File: src/tvbb_pkg.sv
package tvbb_pkg;

	localparam int unsigned TIME_W = 48;
	localparam int unsigned DATA_W = 32;
	localparam int unsigned ADDR_W = 5;
	localparam int unsigned REG_IDX_W = 3;

	localparam int unsigned FUEL_MIN_DWELL_US_DEF = 70000;
	localparam int unsigned OX_MIN_DWELL_US_DEF = 70000;
	localparam int unsigned AUX_MIN_DWELL_US_DEF = 70000;

	typedef enum logic [1:0] {
		MODE_ISOLATE  = 2'd0,
		MODE_OPEN     = 2'd1,
		MODE_REGULATE = 2'd2,
		MODE_HOLD     = 2'd3
	} mode_t;

	typedef enum logic [REG_IDX_W-1:0] {
		REG_FUEL_UPPER = 3'd0,
		REG_FUEL_LOWER = 3'd1,
		REG_OX_UPPER   = 3'd2,
		REG_OX_LOWER   = 3'd3,
		REG_AUX_UPPER  = 3'd4,
		REG_AUX_LOWER  = 3'd5
	} reg_idx_t;

	typedef struct packed {
		logic [DATA_W-1:0] upper;
		logic [DATA_W-1:0] lower;
	} setpt_t;

endpackage

File: src/tvbb_cfg.sv
module tvbb_cfg (
	input  logic                          clk,
	input  logic                          arst_n,
	input  logic                          psel,
	input  logic                          penable,
	input  logic                          pwrite,
	input  logic [tvbb_pkg::ADDR_W-1:0]   paddr,
	input  logic [tvbb_pkg::DATA_W-1:0]   pwdata,
	output logic [tvbb_pkg::DATA_W-1:0]   prdata,
	output tvbb_pkg::setpt_t              fuel_sp,
	output tvbb_pkg::setpt_t              ox_sp,
	output tvbb_pkg::setpt_t              aux_sp
);
	import tvbb_pkg::*;

	setpt_t   fuel_q, ox_q, aux_q;
	reg_idx_t idx;
	logic     wr_en;

	assign idx   = reg_idx_t'(paddr[ADDR_W-1:2]);
	assign wr_en = psel & penable & pwrite;

	always_ff @(posedge clk or negedge arst_n) begin
		if (!arst_n) begin
			fuel_q <= '0;
			ox_q   <= '0;
			aux_q  <= '0;
		end else if (wr_en) begin
			unique case (idx)
				REG_FUEL_UPPER: fuel_q.upper <= pwdata;
				REG_FUEL_LOWER: fuel_q.lower <= pwdata;
				REG_OX_UPPER:   ox_q.upper   <= pwdata;
				REG_OX_LOWER:   ox_q.lower   <= pwdata;
				REG_AUX_UPPER:  aux_q.upper  <= pwdata;
				REG_AUX_LOWER:  aux_q.lower  <= pwdata;
				default: ;
			endcase
		end
	end

	always_comb begin
		unique case (idx)
			REG_FUEL_UPPER: prdata = fuel_q.upper;
			REG_FUEL_LOWER: prdata = fuel_q.lower;
			REG_OX_UPPER:   prdata = ox_q.upper;
			REG_OX_LOWER:   prdata = ox_q.lower;
			REG_AUX_UPPER:  prdata = aux_q.upper;
			REG_AUX_LOWER:  prdata = aux_q.lower;
			default:        prdata = '0;
		endcase
	end

	assign fuel_sp = fuel_q;
	assign ox_sp   = ox_q;
	assign aux_sp  = aux_q;

endmodule

File: src/tvbb_valve.sv
module tvbb_valve #(
	parameter int unsigned DWELL_US = tvbb_pkg::FUEL_MIN_DWELL_US_DEF
) (
	input  logic                        clk,
	input  logic                        arst_n,
	input  logic                        en,
	input  logic [tvbb_pkg::TIME_W-1:0] now_us,
	input  logic [tvbb_pkg::DATA_W-1:0] sample,
	input  tvbb_pkg::mode_t             mode,
	input  tvbb_pkg::setpt_t            sp,
	output logic                        valve_open
);
	import tvbb_pkg::*;

	localparam logic [TIME_W:0] DWELL_EXT = (TIME_W+1)'(DWELL_US);

	logic              intended_q;
	logic              valve_open_q;
	logic [TIME_W-1:0] last_change_q;
	logic              intended_d;
	logic              dwell_ok;
	logic              change;

	always_comb begin
		intended_d = intended_q;
		case (mode)
			MODE_ISOLATE:  intended_d = 1'b0;
			MODE_OPEN:     intended_d = 1'b1;
			MODE_REGULATE: begin
				// upper test wins when the setpoints cross
				if ($signed(sample) >= $signed(sp.upper))
					intended_d = 1'b0;
				else if ($signed(sample) <= $signed(sp.lower))
					intended_d = 1'b1;
			end
			default:       intended_d = intended_q;
		endcase
	end

	// sum carries one extra bit so it never wraps
	assign dwell_ok = {1'b0, now_us} >= ({1'b0, last_change_q} + DWELL_EXT);
	assign change   = dwell_ok & (valve_open_q != intended_d);

	always_ff @(posedge clk or negedge arst_n) begin
		if (!arst_n) begin
			intended_q    <= 1'b0;
			valve_open_q  <= 1'b0;
			last_change_q <= '0;
		end else if (en) begin
			intended_q <= intended_d;
			if (change) begin
				valve_open_q  <= intended_d;
				last_change_q <= now_us;
			end
		end
	end

	assign valve_open = valve_open_q;

endmodule

File: src/three_valve_bang_bang_regulator.sv
// Three-valve bang-bang pressure regulator. Each accepted beat is one control
// tick carrying a 48-bit microsecond timestamp, one pressure sample and one mode
// per valve; it produces one beat with the three valve drive bits. A tick is
// captured in an input register and then evaluated into the valve state
// registers, which drive the result ports directly; while out_ready stays high
// one tick per cycle is sustained; a stalled output holds both. Each valve
// changes only after its minimum dwell (a module parameter) has elapsed since
// its last change. Setpoints are six signed 32-bit APB registers at byte
// addresses 0x00..0x14 (fuel upper/lower, ox upper/lower, aux upper/lower);
// write them only while the block is idle.
module three_valve_bang_bang_regulator #(
	parameter int unsigned FUEL_MIN_DWELL_US = tvbb_pkg::FUEL_MIN_DWELL_US_DEF,
	parameter int unsigned OX_MIN_DWELL_US   = tvbb_pkg::OX_MIN_DWELL_US_DEF,
	parameter int unsigned AUX_MIN_DWELL_US  = tvbb_pkg::AUX_MIN_DWELL_US_DEF
) (
	input  logic                               clk,
	input  logic                               arst_n,
	input  logic                               in_valid,
	output logic                               in_ready,
	input  logic [tvbb_pkg::TIME_W-1:0]        now_us,
	input  logic signed [tvbb_pkg::DATA_W-1:0] fuel_pressure_sample,
	input  logic signed [tvbb_pkg::DATA_W-1:0] ox_pressure_sample,
	input  logic signed [tvbb_pkg::DATA_W-1:0] aux_pressure_sample,
	input  logic [1:0]                         fuel_mode,
	input  logic [1:0]                         ox_mode,
	input  logic [1:0]                         aux_mode,
	output logic                               out_valid,
	input  logic                               out_ready,
	output logic                               fuel_valve_open,
	output logic                               ox_valve_open,
	output logic                               aux_valve_open,
	input  logic                               psel,
	input  logic                               penable,
	input  logic                               pwrite,
	input  logic [tvbb_pkg::ADDR_W-1:0]        paddr,
	input  logic [tvbb_pkg::DATA_W-1:0]        pwdata,
	output logic [tvbb_pkg::DATA_W-1:0]        prdata,
	output logic                               pready
);
	import tvbb_pkg::*;

	setpt_t            fuel_sp, ox_sp, aux_sp;
	logic              valid_s1;
	logic [TIME_W-1:0] now_s1;
	logic [DATA_W-1:0] fuel_sample_s1, ox_sample_s1, aux_sample_s1;
	mode_t             fuel_mode_s1, ox_mode_s1, aux_mode_s1;
	logic              out_valid_q;
	logic              advance;

	assign pready = 1'b1;

	// valve state doubles as the result register, so stall it with the output
	assign advance  = valid_s1 & (~out_valid_q | out_ready);
	assign in_ready = ~valid_s1 | advance;

	always_ff @(posedge clk or negedge arst_n) begin
		if (!arst_n) begin
			valid_s1    <= 1'b0;
			out_valid_q <= 1'b0;
		end else begin
			if (in_ready)
				valid_s1 <= in_valid;
			if (advance)
				out_valid_q <= 1'b1;
			else if (out_ready)
				out_valid_q <= 1'b0;
		end
	end

	always_ff @(posedge clk) begin
		if (in_valid && in_ready) begin
			now_s1         <= now_us;
			fuel_sample_s1 <= fuel_pressure_sample;
			ox_sample_s1   <= ox_pressure_sample;
			aux_sample_s1  <= aux_pressure_sample;
			fuel_mode_s1   <= mode_t'(fuel_mode);
			ox_mode_s1     <= mode_t'(ox_mode);
			aux_mode_s1    <= mode_t'(aux_mode);
		end
	end

	assign out_valid = out_valid_q;

	tvbb_cfg u_cfg (
		.clk     (clk),
		.arst_n  (arst_n),
		.psel    (psel),
		.penable (penable),
		.pwrite  (pwrite),
		.paddr   (paddr),
		.pwdata  (pwdata),
		.prdata  (prdata),
		.fuel_sp (fuel_sp),
		.ox_sp   (ox_sp),
		.aux_sp  (aux_sp)
	);

	tvbb_valve #(.DWELL_US(FUEL_MIN_DWELL_US)) u_fuel (
		.clk        (clk),
		.arst_n     (arst_n),
		.en         (advance),
		.now_us     (now_s1),
		.sample     (fuel_sample_s1),
		.mode       (fuel_mode_s1),
		.sp         (fuel_sp),
		.valve_open (fuel_valve_open)
	);

	tvbb_valve #(.DWELL_US(OX_MIN_DWELL_US)) u_ox (
		.clk        (clk),
		.arst_n     (arst_n),
		.en         (advance),
		.now_us     (now_s1),
		.sample     (ox_sample_s1),
		.mode       (ox_mode_s1),
		.sp         (ox_sp),
		.valve_open (ox_valve_open)
	);

	tvbb_valve #(.DWELL_US(AUX_MIN_DWELL_US)) u_aux (
		.clk        (clk),
		.arst_n     (arst_n),
		.en         (advance),
		.now_us     (now_s1),
		.sample     (aux_sample_s1),
		.mode       (aux_mode_s1),
		.sp         (aux_sp),
		.valve_open (aux_valve_open)
	);

endmodule
File: config.mk
export PLATFORM = sky130hd
export DESIGN_NAME = three_valve_bang_bang_regulator
export DESIGN_NICKNAME = d
export VERILOG_FILES = /design/src/tvbb_pkg.sv /design/src/tvbb_cfg.sv /design/src/tvbb_valve.sv /design/src/three_valve_bang_bang_regulator.sv
export SDC_FILE = /design/constraint.sdc
export NUM_CORES = 1
export LEC_CHECK = 0
export BUFFER_PORTS_ARGS = -buffer_cell sky130_fd_sc_hd__buf_4
export CORE_MARGIN = 2
export CORE_UTILIZATION = 50
export DETAILED_ROUTE_END_ITERATION = 16
export MAX_ROUTING_LAYER = met4
export PLACE_DENSITY = 0.68
export SYNTH_ARGS = -nofsm -noshare
export SYNTH_HDL_FRONTEND = slang
export SYNTH_HIERARCHICAL = 1
export SYNTH_SLANG_ARGS = --single-unit
export TNS_END_PERCENT = 5
File: constraint.sdc
create_clock -name clk -period 13.8 [get_ports clk]
set_input_delay 1.38 -clock clk [delete_from_list [all_inputs] [get_ports clk]]
set_output_delay 1.38 -clock clk [all_outputs]
set_load 0.03 [all_outputs]
==> metrics.yaml <==
grt_usage: 0.279
maxSlewViolCount: 0
seq_area_frac_synth: 0.390
dr.first_iter.drc_count: 2322
synthTopCellsByCount: "344 x dfrtp_1, 339 x ha_1, 286 x mux2_2"
finalClockSkew_ns: 0.0375
crit_path_start: "u_aux/last_change_q[7]"
cp.required_ns: 14.37
synth_top_area_share: 0.256
rsz0062_at_grt: "no"
ys_types: 87
cts_tree: "done"
gp_congestion: 0.977
whs_path_depth: 1
cts_setup_buffers: 0
rr_startpoint: "u_aux/last_change_q[7]"
worst_pin_slew_ns: 1.30
holdCritPathClass: "reg -> reg"
status: "finished clean"
routed_wl_mm: 95.7
synth.cell_area_um2: 33700
die-area_um2: 69400
rows: 95
ant_nets: 0
cts_hold_buf: 0
cts_resized: 0
cp_max_fo: 102
min_period_over_period: 0.466
ir_drop_uv: 261
insertedDiodeCount: 0
antenna_found_initial: 1
max_freq_mhz: 156
path_class: "reg -> reg"
clock-root-buffer: "clkbuf_16"
synth_edf_count: 150
synthArstFlopShare: 0.696
synth.area.top_cells: "dfrtp_1 26%, edfxtp_1 13%, ha_1 13%, mux2_2 9.6%, inv_1 3.1%"
synth-seq-cells: 494
drtPass1Iterations: 7
avgSynthCellArea_um2: 10.5
synthMostInstantiatedCell: "dfrtp_1"
core_um2: 66900
fin_crit_ns: 6.43
syn_to_final_growth_pct: 12.4
arrival_ns: 6.99
p_leak_uw: 0.0158
routedWlPerCell_um: 22.4
io_buffer_count: 228
num-nets-final: 3878
grt_pass1_vias: 26800
via_per_inst: 6.23
ys_warn_count: 6
clkLatencyLatePin_ns: 0.66
dieWidth_um: 263
fin_ws_ns: 7.37
vias: 26600
cts_buffer_depth: 3
setup_viol: 0
grt_pass1_wl_mm: 150
slew_headroom: 0.136
hold_start: "u_cfg/aux_sp[30]"
grt-ovfl-total: 0
io_pins: 232
clkTransAtPathRegs_ns: 0.06
synth-main-ff-cell: "dfrtp_1"
power.density_nw_per_um2: 195
cts_inserted_buffers: 59
synthCells: 3206
maxCapViolCount: 0
hold_violations: 0
grt_max_degree: 138
drc: 0
r2r_slack_ns: 7.37
dieHeight_um: 263
start_util: 0.503
yosysTopAreaCell: "dfrtp_1"
syn-num-nets: 3739
cts_max_level: 2
cts_sinks: 494
reg2reg_depth: 19
dp_hpwl_mm: 68.0
fin_setup_tns_ns: 0
layout-drive-gt1-share: 0.209
place_ws_ns: 7.53
cp-start-kind: "register"
end_kind: "register"
## where the power goes
group          internal [µW]  leakage, µW  switching, µW
sequential              1860      0.00557            379
combinational           1480      0.00921           2040
clock                    971     0.000983            644
## state kept, by name (all words and copies together) (netlist names), 2 cells and up
register / flops
aux_mode_s1: 2
aux_sample_s1: 32
fuel_mode_s1: 2
fuel_sample_s1: 32
now_s1: 48
ox_mode_s1: 2
ox_sample_s1: 32
u_aux/last_change_q: 48
u_cfg/aux_sp: 64
u_cfg/fuel_sp: 64
u_cfg/ox_sp: 64
u_fuel/last_change_q: 48
u_ox/last_change_q: 48
## worst paths after layout
kind,end
min in group asynchronous,u_aux/last_change_q[10]
max,u_aux/last_change_q[11]
max in group asynchronous,u_cfg/ox_sp[61]
min,u_cfg/aux_sp[30]
min reg2reg,u_cfg/aux_sp[30]
max reg2reg,u_aux/last_change_q[11]
## stage by stage
stage	hold WS (ns)	std cells	power [µW]	area (µm²)	utilization
after global routing	0.533	4268	7900	37800	0.565
after floorplan	0.477	3206	4820	33700	-
after CTS	0.511	4268	7350	37800	0.565
final	0.512	4268	7370	37800	0.565
after detailed placement	0.499	4157	5700	35800	0.535
after global placement	0.487	4157	5470	35800	0.535
## cell type report
type	count	area [µm²]
clock inverters	14	250
clock buffers	97	1780
repair buffers	257	1940
fillers	5650	29100
flip-flops and latches	494	13100
multi-input cells	2256	18600
well taps	873	1090
inverters	277	1040
## critical path, stage by stage (launching register included)
cell and delay (ns):
dfrtp_1 0.47, o31a_1 0.23, o2111ai_1 0.14, a21boi_0 0.33
nor2_1 0.14, or3b_2 0.52, nor2_1 0.51, nand2_1 0.13
xor2_1 0.17, ha_1 0.32, nand4_1 0.16, nor3_1 0.61
o2111ai_1 0.28, a21oi_1 0.43, o311ai_4 0.12, buf_4 0.30
buf_4 0.49, a2111oi_0 0.65, o211ai_1 0.17, nand3_1 0.12
## routing by layer
layer	routed length, µm	global-route usage	vias to the layer above
li1	-	-	12300
met1	42100	0.374	13300
met2	45900	0.452	819
met3	5330	0.0315	151
met4	2300	0.0754	0
met5	0	-	-
## layout by cell type (no fill, tap or decap), drive strengths merged, types with 60 or more instances in the layout
cell    synthesis  layout
dfrtp         344     344
ha            339     339
mux2          334     334
inv           276     277
buf            75     257
nand3         173     173
nand2         152     152
edfxtp        150     150
a21oi         134     134
a211oi        113     113
clkbuf        104      97
nand4          77      77
xor2           75      75
a221oi         74      74
nor2           71      71
o211ai         64      64
or3            60      60
## logic make-up after synthesis
family                   count (synthesis)  synth area share
other                                    1          0.000111
AO/OA/AOI/OAI                          660             0.143
buffers and inverters                  456            0.0592
multiplexers                           366             0.124
XOR/XNOR                               125            0.0325
flip-flops                             494             0.390
AND/OR/NAND/NOR                        765             0.125
adder cells (fa/ha/maj)                339             0.126
Power figures use the tool's default switching activity.
